File: src/sv/urde_pkg.sv
`default_nettype none
package urde_pkg;

  localparam int TIMER_BITS_DEFAULT = 16;
  localparam int TIMEOUT_W = 16;
  localparam int CFG_DATA_W = 16;
  localparam int CFG_INDEX_W = 4;
  localparam int QDEPTH = 2;
  localparam int QPTR_W = 1;
  localparam int QCNT_W = 2;

  localparam logic [7:0] SYNC_BYTE = 8'h05;
  localparam logic [7:0] WRITE_FLAG = 8'h80;
  localparam logic [7:0] CRC_POLY = 8'h07;
  localparam logic [31:0] ALL_ONES = 32'hFFFF_FFFF;

  localparam logic [15:0] WECHO_RESET = 16'd3000;
  localparam logic [15:0] RECHO_RESET = 16'd5000;
  localparam logic [15:0] REPLY_RESET = 16'd20000;

  typedef enum logic [1:0] {
    OP_WRITE = 2'd0,
    OP_READ = 2'd1,
    OP_RX = 2'd2,
    OP_TICK = 2'd3
  } op_t;

  typedef enum logic [1:0] {
    KIND_TX = 2'd0,
    KIND_DONE = 2'd1,
    KIND_RELEASE = 2'd2
  } kind_t;

  typedef enum logic [1:0] {
    ST_OK = 2'd0,
    ST_TIMEOUT = 2'd1,
    ST_CRC = 2'd2
  } status_t;

  typedef enum logic [CFG_INDEX_W-1:0] {
    REG_NODE = 4'd0,
    REG_WECHO = 4'd1,
    REG_RECHO = 4'd2,
    REG_REPLY = 4'd3
  } reg_index_t;

  typedef enum logic [1:0] {
    PH_IDLE = 2'd0,
    PH_WECHO = 2'd1,
    PH_RECHO = 2'd2,
    PH_REPLY = 2'd3
  } phase_t;

  typedef enum logic [1:0] {
    JOB_WRITE = 2'd0,
    JOB_READ = 2'd1,
    JOB_RELEASE = 2'd2,
    JOB_DONE = 2'd3
  } job_kind_t;

  typedef struct packed {
    logic [7:0] node_address;
    logic [TIMEOUT_W-1:0] write_echo_timeout_ticks;
    logic [TIMEOUT_W-1:0] read_echo_timeout_ticks;
    logic [TIMEOUT_W-1:0] reply_timeout_ticks;
  } cfg_t;

  // One queued request from the front: a datagram to send or a single result.
  typedef struct packed {
    job_kind_t kind;
    logic [7:0] node;
    logic [6:0] reg_addr;
    logic [31:0] value;
    status_t status;
  } job_t;

  typedef struct packed {
    logic full;
    logic has_data;
    logic [QCNT_W-1:0] count;
  } queue_stat_t;

  // CRC-8, polynomial 0x07, data bits fed least significant first.
  function automatic logic [7:0] crc_byte(input logic [7:0] crc_in, input logic [7:0] b);
    logic [7:0] c;
    c = crc_in;
    for (int i = 0; i < 8; i++) begin
      if (c[7] ^ b[i]) begin
        c = {c[6:0], 1'b0} ^ CRC_POLY;
      end else begin
        c = {c[6:0], 1'b0};
      end
    end
    return c;
  endfunction

endpackage
`default_nettype wire

File: src/sv/urde_front.sv
`default_nettype none
module urde_front #(
  parameter int TIMER_BITS = urde_pkg::TIMER_BITS_DEFAULT
) (
  input  wire logic            clk,
  input  wire logic            rst,
  input  wire logic            in_fire,
  input  wire logic [1:0]      op,
  input  wire logic [6:0]      reg_addr,
  input  wire logic [31:0]     write_value,
  input  wire logic [7:0]      rx_byte,
  input  wire urde_pkg::cfg_t  cfg,
  output logic                 job_push,
  output urde_pkg::job_t       job
);
  import urde_pkg::*;

  localparam int CMP_W = (TIMER_BITS > TIMEOUT_W) ? TIMER_BITS : TIMEOUT_W;
  localparam logic [TIMER_BITS-1:0] TMAX = '1;

  phase_t phase, phase_next;
  logic [3:0] byte_count, byte_count_next;
  logic [TIMER_BITS-1:0] wait_timer, wait_timer_next;
  logic [7:0] reply_crc, reply_crc_next;
  logic [31:0] reply_word, reply_word_next;

  logic [TIMEOUT_W-1:0] limit;
  logic [TIMER_BITS-1:0] timer_inc;
  logic expired;
  logic [3:0] cnt_inc;
  logic [3:0] need;
  logic advance;

  always_ff @(posedge clk) begin
    if (rst) begin
      phase <= PH_IDLE;
      byte_count <= 4'd0;
      wait_timer <= '0;
      reply_crc <= 8'd0;
      reply_word <= 32'd0;
    end else if (in_fire) begin
      phase <= phase_next;
      byte_count <= byte_count_next;
      wait_timer <= wait_timer_next;
      reply_crc <= reply_crc_next;
      reply_word <= reply_word_next;
    end
  end

  always_comb begin
    case (phase)
      PH_WECHO: limit = cfg.write_echo_timeout_ticks;
      PH_RECHO: limit = cfg.read_echo_timeout_ticks;
      default:  limit = cfg.reply_timeout_ticks;
    endcase
    timer_inc = (wait_timer != TMAX) ? wait_timer + 1'b1 : wait_timer;
    expired = (CMP_W'(timer_inc) >= CMP_W'(limit)) || (timer_inc == TMAX);
    cnt_inc = byte_count + 4'd1;
    need = (phase == PH_WECHO) ? 4'd8 : 4'd4;
    advance = (op_t'(op) == OP_RX) || expired;
  end

  always_comb begin
    phase_next = phase;
    byte_count_next = byte_count;
    wait_timer_next = wait_timer;
    reply_crc_next = reply_crc;
    reply_word_next = reply_word;
    job_push = 1'b0;
    job.kind = JOB_DONE;
    job.node = cfg.node_address;
    job.reg_addr = reg_addr;
    job.value = write_value;
    job.status = ST_OK;

    case (phase)
      PH_IDLE: begin
        if (op_t'(op) == OP_WRITE || op_t'(op) == OP_READ) begin
          job_push = in_fire;
          job.kind = (op_t'(op) == OP_WRITE) ? JOB_WRITE : JOB_READ;
          phase_next = (op_t'(op) == OP_WRITE) ? PH_WECHO : PH_RECHO;
          byte_count_next = 4'd0;
          wait_timer_next = '0;
        end
      end
      PH_WECHO, PH_RECHO: begin
        if (op_t'(op) == OP_RX || op_t'(op) == OP_TICK) begin
          if (advance) begin
            wait_timer_next = '0;
            byte_count_next = cnt_inc;
            if (cnt_inc >= need) begin
              byte_count_next = 4'd0;
              if (phase == PH_WECHO) begin
                phase_next = PH_IDLE;
              end else begin
                phase_next = PH_REPLY;
                reply_crc_next = 8'd0;
                reply_word_next = 32'd0;
                job_push = in_fire;
                job.kind = JOB_RELEASE;
              end
            end
          end else begin
            wait_timer_next = timer_inc;
          end
        end
      end
      PH_REPLY: begin
        if (op_t'(op) == OP_TICK) begin
          if (expired) begin
            job_push = in_fire;
            job.kind = JOB_DONE;
            job.value = ALL_ONES;
            job.status = ST_TIMEOUT;
            phase_next = PH_IDLE;
            byte_count_next = 4'd0;
            wait_timer_next = '0;
          end else begin
            wait_timer_next = timer_inc;
          end
        end else if (op_t'(op) == OP_RX) begin
          wait_timer_next = '0;
          if (byte_count < 4'd7) begin
            reply_crc_next = crc_byte(reply_crc, rx_byte);
            if (byte_count >= 4'd3) begin
              reply_word_next = {reply_word[23:0], rx_byte};
            end
            byte_count_next = cnt_inc;
          end else begin
            job_push = in_fire;
            job.kind = JOB_DONE;
            if (rx_byte == reply_crc) begin
              job.value = reply_word;
              job.status = ST_OK;
            end else begin
              job.value = ALL_ONES;
              job.status = ST_CRC;
            end
            phase_next = PH_IDLE;
            byte_count_next = 4'd0;
          end
        end
      end
      default: begin
        phase_next = PH_IDLE;
        byte_count_next = 4'd0;
        wait_timer_next = '0;
      end
    endcase
  end

endmodule
`default_nettype wire

File: src/sv/urde_queue.sv
`default_nettype none
module urde_queue (
  input  wire logic             clk,
  input  wire logic             rst,
  input  wire logic             push_en,
  input  wire urde_pkg::job_t   push_job,
  input  wire logic             pop_en,
  output urde_pkg::job_t        head,
  output urde_pkg::queue_stat_t stat
);
  import urde_pkg::*;

  job_t entries [QDEPTH];
  logic [QPTR_W-1:0] wptr, rptr;
  logic [QCNT_W-1:0] count;
  logic do_push, do_pop;

  assign do_push = push_en && (count != QCNT_W'(QDEPTH));
  assign do_pop = pop_en && (count != '0);
  assign head = entries[rptr];
  assign stat.full = (count == QCNT_W'(QDEPTH));
  assign stat.has_data = (count != '0);
  assign stat.count = count;

  always_ff @(posedge clk) begin
    if (do_push) begin
      entries[wptr] <= push_job;
    end
  end

  always_ff @(posedge clk) begin
    if (rst) begin
      wptr <= '0;
      rptr <= '0;
      count <= '0;
    end else begin
      if (do_push) begin
        wptr <= (wptr == QPTR_W'(QDEPTH - 1)) ? '0 : wptr + 1'b1;
      end
      if (do_pop) begin
        rptr <= (rptr == QPTR_W'(QDEPTH - 1)) ? '0 : rptr + 1'b1;
      end
      count <= count + QCNT_W'(do_push) - QCNT_W'(do_pop);
    end
  end

endmodule
`default_nettype wire

File: src/sv/urde_back.sv
`default_nettype none
module urde_back (
  input  wire logic           clk,
  input  wire logic           rst,
  input  wire logic           head_valid,
  input  wire urde_pkg::job_t head,
  output logic                head_pop,
  input  wire logic           pop,
  output logic                out_valid,
  output logic [1:0]          kind,
  output logic [7:0]          tx_byte,
  output logic                last_byte,
  output logic [31:0]         read_value,
  output logic [1:0]          read_status
);
  import urde_pkg::*;

  logic [2:0] idx;
  logic [7:0] crc;
  logic go;
  logic is_dgram;
  logic is_last;
  logic [7:0] data_byte;

  assign go = head_valid && (!out_valid || pop);
  assign is_dgram = (head.kind == JOB_WRITE) || (head.kind == JOB_READ);
  assign is_last = (head.kind == JOB_WRITE) ? (idx == 3'd7) : (idx == 3'd3);

  always_comb begin
    case (idx)
      3'd0: data_byte = SYNC_BYTE;
      3'd1: data_byte = head.node;
      3'd2: data_byte = (head.kind == JOB_WRITE) ? ({1'b0, head.reg_addr} | WRITE_FLAG)
                                                 : {1'b0, head.reg_addr};
      3'd3: data_byte = head.value[31:24];
      3'd4: data_byte = head.value[23:16];
      3'd5: data_byte = head.value[15:8];
      3'd6: data_byte = head.value[7:0];
      default: data_byte = 8'd0;
    endcase
    // A datagram job stays at the head until its CRC byte goes out.
    head_pop = go && (!is_dgram || is_last);
  end

  always_ff @(posedge clk) begin
    if (rst) begin
      out_valid <= 1'b0;
      idx <= 3'd0;
      crc <= 8'd0;
    end else if (go) begin
      out_valid <= 1'b1;
      if (is_dgram && !is_last) begin
        idx <= idx + 3'd1;
        crc <= crc_byte(crc, data_byte);
      end else begin
        idx <= 3'd0;
        crc <= 8'd0;
      end
    end else if (pop) begin
      out_valid <= 1'b0;
    end
  end

  always_ff @(posedge clk) begin
    if (go) begin
      if (is_dgram) begin
        kind <= KIND_TX;
        tx_byte <= is_last ? crc : data_byte;
        last_byte <= is_last;
        read_value <= 32'd0;
        read_status <= ST_OK;
      end else begin
        kind <= (head.kind == JOB_RELEASE) ? KIND_RELEASE : KIND_DONE;
        tx_byte <= 8'd0;
        last_byte <= 1'b0;
        read_value <= (head.kind == JOB_RELEASE) ? 32'd0 : head.value;
        read_status <= (head.kind == JOB_RELEASE) ? ST_OK : head.status;
      end
    end
  end

endmodule
`default_nettype wire

File: src/sv/uart_register_datagram_engine_unit.sv
// Channel  | Handshake          | Ports
// ---------+--------------------+--------------------------------------------------
// input    | push / full        | op, reg_addr, write_value, rx_byte
// result   | empty / pop        | kind, tx_byte, last_byte, read_value, read_status
// config   | cfg_we             | cfg_index, cfg_data
//
// The front takes one request per cycle while the two-entry job queue has room.
// The back sends one result per cycle while results are popped: a write datagram occupies it
// for 8 bytes, a read datagram for 4, a release or read completion for 1 result.
// Reset clears the link state, the queue and the output register, and loads
// the register defaults. A held-off pop stalls the back only; the front keeps
// accepting requests until the job queue fills.
`default_nettype none
module uart_register_datagram_engine_unit #(
  parameter int TIMER_BITS = urde_pkg::TIMER_BITS_DEFAULT
) (
  input  wire logic                              clk,
  input  wire logic                              rst,
  input  wire logic                              push,
  output logic                                   full,
  input  wire logic [1:0]                        op,
  input  wire logic [6:0]                        reg_addr,
  input  wire logic [31:0]                       write_value,
  input  wire logic [7:0]                        rx_byte,
  output logic                                   empty,
  input  wire logic                              pop,
  output logic [1:0]                             kind,
  output logic [7:0]                             tx_byte,
  output logic                                   last_byte,
  output logic [31:0]                            read_value,
  output logic [1:0]                             read_status,
  input  wire logic                              cfg_we,
  input  wire logic [urde_pkg::CFG_INDEX_W-1:0]  cfg_index,
  input  wire logic [urde_pkg::CFG_DATA_W-1:0]   cfg_data
);
  import urde_pkg::*;

  cfg_t cfg;
  logic in_fire;
  logic job_push;
  job_t job;
  job_t head;
  queue_stat_t q_stat;
  logic head_pop;
  logic out_valid;

  always_ff @(posedge clk) begin
    if (rst) begin
      cfg.node_address <= 8'd0;
      cfg.write_echo_timeout_ticks <= WECHO_RESET;
      cfg.read_echo_timeout_ticks <= RECHO_RESET;
      cfg.reply_timeout_ticks <= REPLY_RESET;
    end else if (cfg_we) begin
      case (reg_index_t'(cfg_index))
        REG_NODE:  cfg.node_address <= cfg_data[7:0];
        REG_WECHO: cfg.write_echo_timeout_ticks <= cfg_data[TIMEOUT_W-1:0];
        REG_RECHO: cfg.read_echo_timeout_ticks <= cfg_data[TIMEOUT_W-1:0];
        REG_REPLY: cfg.reply_timeout_ticks <= cfg_data[TIMEOUT_W-1:0];
        default: ;
      endcase
    end
  end

  assign full = q_stat.full;
  assign in_fire = push && !q_stat.full;
  assign empty = !out_valid;

  urde_front #(
    .TIMER_BITS(TIMER_BITS)
  ) u_front (
    .clk(clk),
    .rst(rst),
    .in_fire(in_fire),
    .op(op),
    .reg_addr(reg_addr),
    .write_value(write_value),
    .rx_byte(rx_byte),
    .cfg(cfg),
    .job_push(job_push),
    .job(job)
  );

  urde_queue u_queue (
    .clk(clk),
    .rst(rst),
    .push_en(job_push),
    .push_job(job),
    .pop_en(head_pop),
    .head(head),
    .stat(q_stat)
  );

  urde_back u_back (
    .clk(clk),
    .rst(rst),
    .head_valid(q_stat.has_data),
    .head(head),
    .head_pop(head_pop),
    .pop(pop),
    .out_valid(out_valid),
    .kind(kind),
    .tx_byte(tx_byte),
    .last_byte(last_byte),
    .read_value(read_value),
    .read_status(read_status)
  );

  a_queue_bound: assert property (@(posedge clk) disable iff (rst)
    q_stat.count <= QCNT_W'(QDEPTH))
    else $error("job queue count above its depth");

  a_last_is_tx: assert property (@(posedge clk) disable iff (rst)
    (!empty && last_byte) |-> (kind == KIND_TX))
    else $error("last_byte set on a result that is not a transmit byte");

  a_status_clean: assert property (@(posedge clk) disable iff (rst)
    (!empty && kind != KIND_TX) |-> (tx_byte == 8'd0 && !last_byte))
    else $error("non-transmit result carries transmit fields");

  a_push_room: assert property (@(posedge clk) disable iff (rst)
    (job_push && !in_fire) |-> 1'b0)
    else $error("job request raised without an accepted input");

endmodule
`default_nettype wire

File: config.mk
export PLATFORM = sky130hd
export DESIGN_NAME = uart_register_datagram_engine_unit
export DESIGN_NICKNAME = d
export VERILOG_FILES = /design/src/sv/urde_pkg.sv /design/src/sv/urde_front.sv /design/src/sv/urde_queue.sv /design/src/sv/urde_back.sv /design/src/sv/uart_register_datagram_engine_unit.sv
export SDC_FILE = /design/constraint.sdc
export NUM_CORES = 1
export LEC_CHECK = 0
export ABC_AREA = 0
export BUFFER_PORTS_ARGS = -buffer_cell sky130_fd_sc_hd__buf_2
export CELL_PAD_IN_SITES_DETAIL_PLACEMENT = 0
export CELL_PAD_IN_SITES_GLOBAL_PLACEMENT = 1
export CORE_ASPECT_RATIO = 1.75
export CORE_MARGIN = 4
export CORE_UTILIZATION = 40
export DETAILED_ROUTE_END_ITERATION = 10
export GPL_ROUTABILITY_DRIVEN = 1
export PLACE_DENSITY_LB_ADDON = 0.1
export SYNTH_ARGS = -nofsm -noshare
export SYNTH_HDL_FRONTEND = slang
export SYNTH_SLANG_ARGS = --single-unit
File: constraint.sdc
create_clock -name clk -period 7.2 [get_ports clk]
set_clock_uncertainty 0.15 [all_clocks]
set_input_delay 0.36 -clock clk [delete_from_list [all_inputs] [get_ports clk]]
set_output_delay 0.36 -clock clk [all_outputs]
set_load 0.1 [all_outputs]
======== After elaboration in Yosys (flattened, before gate mapping) ========
Memory sizes are Yosys's and may differ from the RTL's. A register that Yosys moved wholly into a read port is not among the register bits.
Cells that the tools add are included.
Widths: inputs -> output; s select.
word-level totals
  bits in registers ....................... 179
  word-level logic and storage cells ...... 285
  bits of input ports ..................... 74
  memories kept ........................... 1
  bits in writable memories ............... 102
operators by class
  order comparisons ....................... 4
  bitwise logic cells ..................... 32
  $add $sub $neg .......................... 7
  eq/ne operators ......................... 35
  reduce and logical (&&, ||, !) cells .... 36
  multiplexer cells ....................... 150
memory list
  name             words  width  rd ports  clocked after Yosys merged registers in  wr ports  RTL line          text
  u_queue.entries  2      51     1         1                                        1         urde_queue.sv:13  job_t entries [QDEPTH];
operators with widths
  operator               number
  $mux 8                 59
  $mux 32                8
  $mux 34                6
  $mux 16                7
  $pmux 32 s2            1
  $pmux 8 s7             1
  $mux 3                 17
  $not 3->3              16
  $pmux 16 s3            1
  $mux 4                 9
  $pmux 16 s2            1
  $mux 2                 15
  $mux 1                 20
  $add 16x1->16 const B  1
  $eq 16x16->1 const B   1
  $ge 16x16->1           1
  $ne 16x16->1 const B   1
  $pmux 8 s2             1
  $xor 1x1->1            16
  $ne 2x1->1 const B     7
  $eq 2x2->1 const B     6
  $eq 3x3->1 const B     4
  $pmux 2 s3             2
  $pmux 4 s3             1
  32 further kinds       62

======== Longest topological paths before layout ========
Gate-level depths: netlist of run 1.
  depth in word-level cells ............... 48
  depth in mapped cells ................... 18
  depth with buffers taken out ............ 18

======== Modules after synthesis ========
Synthesis of run 1 repeated with hierarchy kept, for this count alone.
second synthesis, totals
  cells, all modules ...................... 1291
  area total of the unflattened synthesis .. 14321.2 µm²
by module, submodules not included
  module                              cells each  seq. area each (µm²)  area an instance (µm²)  times used
  urde_front                          638         1241.2                5172.5                  1
  urde_queue                          186         3163.0                3916.3                  1
  urde_back                           250         1591.5                2947.8                  1
  uart_register_datagram_engine_unit  217         1121.1                2284.7                  1

======== Worst setup path before layout of run 1 ========
Ideal clock, no wire load.
  path type ............................... flip-flop to flip-flop
  from .................................... register u_front.wait_timer[0]
  to ...................................... memory u_queue.entries[0][0] (netlist bit), enable pin
  path slack .............................. 1.229 ns
  clock period less this slack ............ 5.971 ns
  library setup time ...................... 0.466 ns
  data arrival time ....................... 5.355 ns
  path buffers ............................ 0
  data required time ...................... 6.584 ns
  stages on the path, launching flop included .. 14
  path through ............................ dfxtp_1 > ha_1 > nand3_1 > nor2_2 > nand2_1 > a31oi_1 > nor2b_1 > or2_2 > ha_1 > nand4_1 > or4_1 > o21a_1 > a41oi_2 > nor2b_1
between the ends
  cells in the longest elaborated chain, start to end .. 11
RTL lines
  element                                        RTL line          text
  start: declaration                             urde_front.sv:23  logic [TIMER_BITS-1:0] wait_timer, wait_timer_next;
  start signal: assignment                       urde_front.sv:44  wait_timer <= wait_timer_next;
  $add 16x1->16 or $ne 16x16->1 (tied branches)  urde_front.sv:56  timer_inc = (wait_timer != TMAX) ? wait_timer + 1'b1 : wait_timer;
  $mux 16 *                                      urde_front.sv:56
  $ge 16x16->1 or $eq 16x16->1 (tied branches)   urde_front.sv:57  expired = (CMP_W'(timer_inc) >= CMP_W'(limit)) || (timer_inc == TMAX);
  $logic_or 1x1->1 *                             urde_front.sv:57
  $logic_or 1x1->1                               urde_front.sv:60  advance = (op_t'(op) == OP_RX) || expired;
  $mux 1                                         urde_front.sv:88  if (advance) begin
  $mux 1                                         urde_front.sv:87  if (op_t'(op) == OP_RX || op_t'(op) == OP_TICK) begin
  $pmux 1 s3 *                                   urde_front.sv:76  case (phase)
  $logic_and 1x1->1 *                            urde_queue.sv:18  assign do_push = push_en && (count != QCNT_W'(QDEPTH));
  $mux 1 *                                       urde_queue.sv:26  if (do_push) begin
  $mux 1 (not written as such) *                 urde_queue.sv:27  entries[wptr] <= push_job;
  end: declaration                               urde_queue.sv:13
Mark *: on every way between the ends. The rest lies on a longest branch, timed or not.

======== Worst setup path in the final report of run 1 ========
  from .................................... register u_front.wait_timer[0]
  to ...................................... memory u_queue.entries[1][44] (netlist bit), enable pin
Same word-level chain as after synthesis.

==> results of run 1 <==
[worst register-to-register path: cells and delay by family, from the launching register on]
family	cells	cell delay, ns
simple gates	8	2.46
compound gates	3	0.94
fa+ha+maj	2	0.60
flops	1	0.48
buf+inv	1	0.43
[timing repair]
action / in CTS / in global routing
resized for setup: 0 / 0
endpoints found under the hold margin: 137 / 0
hold buffers: 61 / 0
[state kept, by name, indices dropped and copies added (netlist names), 2 cells and up, named ones only]
register	count
cfg	56
u_back.crc	8
u_back.idx	3
u_back.kind	2
u_back.read_status	2
u_back.read_value	32
u_back.tx_byte	8
u_front.byte_count	4
u_front.phase	2
u_front.reply_crc	8
u_front.reply_word	32
u_front.wait_timer	16
u_queue.count	2
u_queue.entries	102
[cell families (layout without fill, tap and decap cells)]
logic type,Yosys count,after routing,share of synthesized area
AO/OA/AOI/OAI,266,266,0.147
AND/OR/NAND/NOR,448,448,0.152
multiplexers,66,66,0.0583
buffers and inverters,107,279,0.0369
flip-flops,282,282,0.533
adder cells (fa/ha/maj),34,34,0.0318
XOR/XNOR,56,56,0.0415
[power by group through the flow]
stage	registers [uW]	clock network, uW	logic, uW
6_report	2090	1470	2530
5_1_grt	2110	1570	2700
4_1_cts	2090	1520	2560
3_5_place_dp	2120	0	2530
3_3_place_gp	2120	0	2520
2_1_floorplan	3080	0	1080
[cells in the mapped netlist, types with 3 or more instances]
cell type,number
nand3_1,73
edfxtp_1,147
a21o_1,5
or2_2,3
ha_1,34
buf_1,8
and3_1,4
inv_1,30
and4_1,5
buf_2,11
nor3_1,12
o21ai_0,13
buf_6,8
and2_1,7
a22oi_2,10
o22a_1,33
a22oi_1,25
buf_4,4
a211oi_1,9
nor2b_1,9
or3_1,3
a31oi_1,9
xnor2_1,39
xnor2_2,3
dfxtp_1,135
nand2b_1,10
o22ai_1,6
nand2_1,172
nand4_1,11
xnor3_1,3
nor2_1,123
xor2_1,11
a32o_1,4
mux4_2,9
o21a_1,5
clkbuf_1,44
a21oi_1,108
mux2i_1,52
mux2_2,4
[path summary, 6_finish.rpt]
kind	startpoint	endpoint
worst max-delay path	u_front.wait_timer[0]$_SDFFE_PP0P_	u_queue.entries[1][44]$_DFFE_PP_
worst min-delay path	write_value[3]	u_queue.entries[1][5]$_DFFE_PP_
worst max register to register	u_front.wait_timer[0]$_SDFFE_PP0P_	u_queue.entries[1][44]$_DFFE_PP_
worst min register to register	u_front.reply_word[27]$_SDFFE_PP0P_	u_front.reply_word[27]$_SDFFE_PP0P_
[layout by cell type, fill, tap and decap left out, drive strengths merged, types with 4 or more instances in the layout]
cell type	n
o22a	33
buf	137
inv	30
nand2b	10
a211oi	11
nand2	174
ha	34
dfxtp	135
and3	4
a21o	5
nand4	13
xnor2	42
nor2b	9
a21oi	109
a31oi	12
mux2i	52
nand3	73
nor3	13
clkbuf	34
a22oi	35
o21a	5
o21ai	14
dlygate4sd3	61
a32o	4
mux2	5
and2	8
and4	5
mux4	9
clkinvlp	4
clkinv	10
nor2	124
xor2	11
o22ai	6
edfxtp	147
[routing by layer]
| metal | routed length, um | GRT usage |
|---|---|---|
| met5 | 0 | 0 |
| met4 | 1400 | 0.0729 |
| met3 | 1130 | 0.0193 |
| met2 | 22100 | 0.415 |
| met1 | 13800 | 0.222 |
[cell type report]
class,instances,share of cell area
clock buffer,34,0.0465
inverter,30,0.00714
multi-input combinational,870,0.366
sequential,282,0.451
tap,405,0.0321
timing repair buffer,198,0.0850
clock inverter,17,0.0117
[per-stage QoR]
step	area [sq um]	total power (uW)	util	hold slack, ns
finish	15800	6080	0.478	0.0308
global route	15800	6380	0.478	0.00435
CTS	15800	6170	0.478	0.000428
detailed placement	14200	4650	0.431	0.291
global placement	14200	4640	0.431	0.294
floorplan	13400	4160	-	0.275
==> impl_metrics.yaml, run 1 <==
logic_synthesis:
  avgSynthCellArea_sq_um: 10.6
  synth_async_sr_flop_share: 0
  yosys_warnings: 0
  synth_top_area_share: 0.330
  ys_ff_latch: 282
  synth_flop_cell: "edfxtp_1"
  syn_area_sq_um: 13400
  synth_seq_area_share: 0.533
  yosysUniqueCellTypes: 85
  syn_nets: 1367
  yosys-top-cells-area: "edfxtp_1 33%, dfxtp_1 20%, nand2_1 4.8%"
  netlist_instances: 1259
  yosys.area.top_type: "edfxtp_1"
  synth-edff-count: 147
min_path:
  hold_path_depth: 2
  min_path_type: "in2reg"
final_layout:
  multi_input_area_sq_um: 5780
  diodes: 0
  fillers: 3163
  drive_above_1_share: 0.168
  final_cell_count_no_fill: 1836
  areaGrowthSynthToFinish_pct: 18.1
  seqCellArea_sq_um: 7120
  fin_nets: 1518
cts:
  post_cts_buffers: 0
  cts_buffer_depth: 3
  clock-sinks: 282
  cts_made_buffers: 28
  htreeDepth: 1
  cts_tree: "done"
  cts.clk_slew.worst_paths_ns: 0.06
  clock_latency_ns: 0.57
  cts-root-buf: "clkbuf_16"
critical_path:
  crit_slowest_cell: "and2_2"
  critical_path.cell_chain: "ha_1 -> nand3_1 -> nor2_2 -> nand2_1 -> a31oi_1 -> nor2b_1 -> or2_2 -> ha_1 -> nand4_1 -> or4_1 -> o21a_1 -> a41oi_2 -> and2_2 -> buf_4"
  crit_buf_inv: 1
  cp_top_family: "simple AND/OR/NAND/NOR gates"
  cp.arrival_ns: 5.48
  cp_max_fo: 34
  cp.depth: 14
  cp-end-kind: "flip-flop"
  r2r_slack_ns: 1.82
  path_class: "reg2reg"
  cp-start-kind: "flip-flop"
  worstPathRequired_ns: 7.30
  cpMostUsedCell: "ha_1"
  worst_r2r_path_depth: 14
  slowest_delay_ns: 0.77
placed_design:
  dp_hpwl_um: 27100
  gp_congestion: 0.903
  io_buffers: 120
  dp.cells: 1724
  dp_slack_ns: 1.83
global_routing:
  grt-ovfl-total: 0
  grt_max_degree: 74
  grt_pass1_vias: 10078
  grt_pass1_wl_um: 59300
  antenna_found_initial: 0
  gr-usage-all-layers: 0.207
drt:
  drt_iter0_drc: 386
  routedWlPerCell_um: 20.9
  viasPerCell: 5.43
  ant_nets: 0
  route.detailed.drc: 0
  vias: 9961
  finalWirelength_um: 38400
  drt_first_pass_iters: 4
die:
  die_h_um: 250
  initial_core_util: 0.405
  fp.coreArea_sq_um: 33000
  die_area_sq_um: 36500
  num_rows: 88
  die_w_um: 146
  io_pins: 121
power_and_ir_drop:
  power.density_nw_per_um2: 386
  internal-power_uw: 3450
  pwr-share-seq: 0.343
  ir_worst_vdd_mv: 0.235
  pwr-share-comb: 0.416
  swShare: 0.433
  pwr-share-clk: 0.241
  cellLeakagePower_uw: 0.00566
  p_sw_uw: 2640
job:
  drv_cap: 0
run_status:
  status: "finished clean"
timing:
  slew_headroom: 0.280
  fin_crit_ns: 5.38
  worst_pin_slew_ns: 1.08
  fin_ws_ns: 1.82
  clock.fmax_ghz: 0.186
  min_period_over_period: 0.747
  finalSetupTns_ns: 0
  finalHoldViolCount: 0
  slew_viol_final: 0
  setup_violations: 0
  rsz0062_at_grt: "no"
Power figures use the tool's default switching activity.
==> run 2: changes to the inputs <==
Clock period 7.2 ns to 4.7 ns, I/O delays scaled along.
==> run 2 against run 1 <==
Net effect: cell area grew 1.5%; flip-flop and latch count unchanged; total power grew 55%; register-to-register slack got worse by 1.5 ns; clock-buffer cell count grew 6; die area is the same; sequential power increased by 54%; sequential share of layout area fell by 0.65 points; first-iteration DRC count rose by 38%; global-route usage rose by 0.25 points; routed wire length rose by 0.94%; largest power group unchanged.
==> impl_metrics.yaml, run 2 (synthesized netlist as in run 1, its figures left out) <==
final_layout:
  largest_register_ffs: 102
  reg_top3: "u_queue.entries: 102 flops, cfg: 56 flops"
  diodes: 0
  multi_input_area_sq_um: 5780
  fin_nets: 1537
  final_cell_mix: "172 x nand2_1, 147 x edfxtp_1, 134 x dfxtp_1, 123 x nor2_1, 119 x buf_2"
  drive_above_1_share: 0.180
  seqCellArea_sq_um: 7120
  final_common_cell: "nand2_1"
  fillers: 3105
  areaGrowthSynthToFinish_pct: 19.8
  top_register: "u_queue.entries"
die:
  num_rows: 88
  die_h_um: 250
  fp.coreArea_sq_um: 33000
  io_pins: 121
  die_w_um: 146
  initial_core_util: 0.405
  die_area_sq_um: 36500
timing:
  setup_violations: 0
  fin_crit_ns: 4.35
  clock.fmax_ghz: 0.230
  rsz0062_at_grt: "no"
  slew_headroom: 0.345
  finalHoldViolCount: 0
  finalSetupTns_ns: 0
  fin_ws_ns: 0.352
  worst_pin_slew_ns: 0.981
  slew_viol_final: 0
  min_period_over_period: 0.925
critical_path:
  r2r_slack_ns: 0.35
  cp.arrival_ns: 4.44
  worst_r2r_path_depth: 14
  r2r_end: "u_queue.entries[0][26]$_DFFE_PP_"
  worstPathRequired_ns: 4.79
  timing.rr.start: "u_front.wait_timer[1]$_SDFFE_PP0P_"
  cp_max_fo: 33
  path_class: "reg2reg"
  cp-start-kind: "flip-flop"
  cp-end-kind: "flip-flop"
power_and_ir_drop:
  pwr-share-clk: 0.231
  swShare: 0.434
  pwr-share-seq: 0.342
  cellLeakagePower_uw: 0.00579
  pwr-share-comb: 0.427
  ir_worst_vdd_mv: 0.337
  power.density_nw_per_um2: 587
  internal-power_uw: 5330
  p_sw_uw: 4080
drt:
  route.detailed.drc: 0
  finalWirelength_um: 38800
  viasPerCell: 5.43
  drt_first_pass_iters: 4
  drt_iter0_drc: 533
  vias: 10064
  ant_nets: 0
  routedWlPerCell_um: 20.9
cts:
  cts_made_buffers: 27
  ctsResizeCount: 0
  cts.clk_slew.worst_paths_ns: 0.07
  cts-root-buf: "clkbuf_16"
  post_cts_buffers: 0
  htreeDepth: 1
  cts_tree: "done"
  cts_buffer_depth: 3
  clock-sinks: 282
  clock_latency_ns: 0.55
run_status:
  status: "finished clean"
min_path:
  min_path_type: "in2reg"
  min_from: "rst"
  hold_path_depth: 2
  holdPathEnd: "u_back.idx[0]$_SDFFE_PP0P_"
placed_design:
  dp_hpwl_um: 28000
  io_buffers: 120
  gp_congestion: 0.889
  dp_slack_ns: 0.402
global_routing:
  grt_pass1_wl_um: 60200
  grt-ovfl-total: 0
  gr-usage-all-layers: 0.210
  grt_max_degree: 71
  antenna_found_initial: 0
  grt_pass1_vias: 10439
job:
  drv_cap: 0
[run 2: worst max-delay path by stage]
stage	start	to	depth (start not counted)
6_report	u_front.wait_timer[1]$_SDFFE_PP0P_	u_queue.entries[0][26]$_DFFE_PP_	14
5_1_grt	u_front.wait_timer[0]$_SDFFE_PP0P_	u_queue.entries[0][35]$_DFFE_PP_	14
4_1_cts	u_front.wait_timer[1]$_SDFFE_PP0P_	u_queue.entries[0][7]$_DFFE_PP_	14
3_5_place_dp	u_front.wait_timer[1]$_SDFFE_PP0P_	u_queue.entries[0][37]$_DFFE_PP_	14
3_3_place_gp	u_front.wait_timer[1]$_SDFFE_PP0P_	u_queue.entries[0][5]$_DFFE_PP_	17
2_1_floorplan	u_front.wait_timer[0]$_SDFFE_PP0P_	u_queue.entries[0][0]$_DFFE_PP_	13
[run 2: final cells by class]
type	instances	share of cell area
timing repair buffer	218	0.101
tap	405	0.0317
sequential	282	0.445
clock buffer	40	0.0493
inverter	30	0.00703
multi-input combinational	870	0.361
clock inverter	10	0.00563
[run 2: per-layer routing]
metal  track usage  wire (um)
met1         0.220      13900
met2         0.415      22000
met3        0.0213       1190
met4        0.0910       1720
met5             0          0
[run 2: timing repair]
action,CTS,global route
hold endpoints to repair,143,0
hold buffers,64,0
endpoints found under the setup margin,0,0
[run 2: per-stage QoR]
step	total power [uW]	util	hold WS (ns)	std cells	cell area (sq um)
final	9400	0.485	0.0554	1855	16000
after global routing	9860	0.485	0.0701	1855	16000
after CTS	9530	0.485	0.0360	1855	16000
after detailed placement	7290	0.439	0.290	1741	14500
after global placement	7280	0.439	0.288	1741	14500
after floorplan	6370	-	0.184	1259	13400
[run 2: power by group through the flow]
stage / Combinational (uW) / Clock [uW] / Sequential, uW
finish: 4010 / 2170 / 3220
global placement: 4010 / 0 / 3260
CTS: 4060 / 2250 / 3220
detailed placement: 4010 / 0 / 3270
floorplan: 1660 / 0 / 4720
global route: 4260 / 2340 / 3260
[run 2: critical path: stages (launching register included)]
cell,delay (ns)
dfxtp_1,0.51
ha_1,0.31
nand3_1,0.22
nor2_2,0.16
nand2_1,0.09
a31oi_1,0.22
nor2b_1,0.08
or2_2,0.30
ha_1,0.28
nand4_1,0.08
or4_1,0.55
o21a_1,0.24
a41oi_2,0.31
nor2b_4,0.27
buf_12,0.23
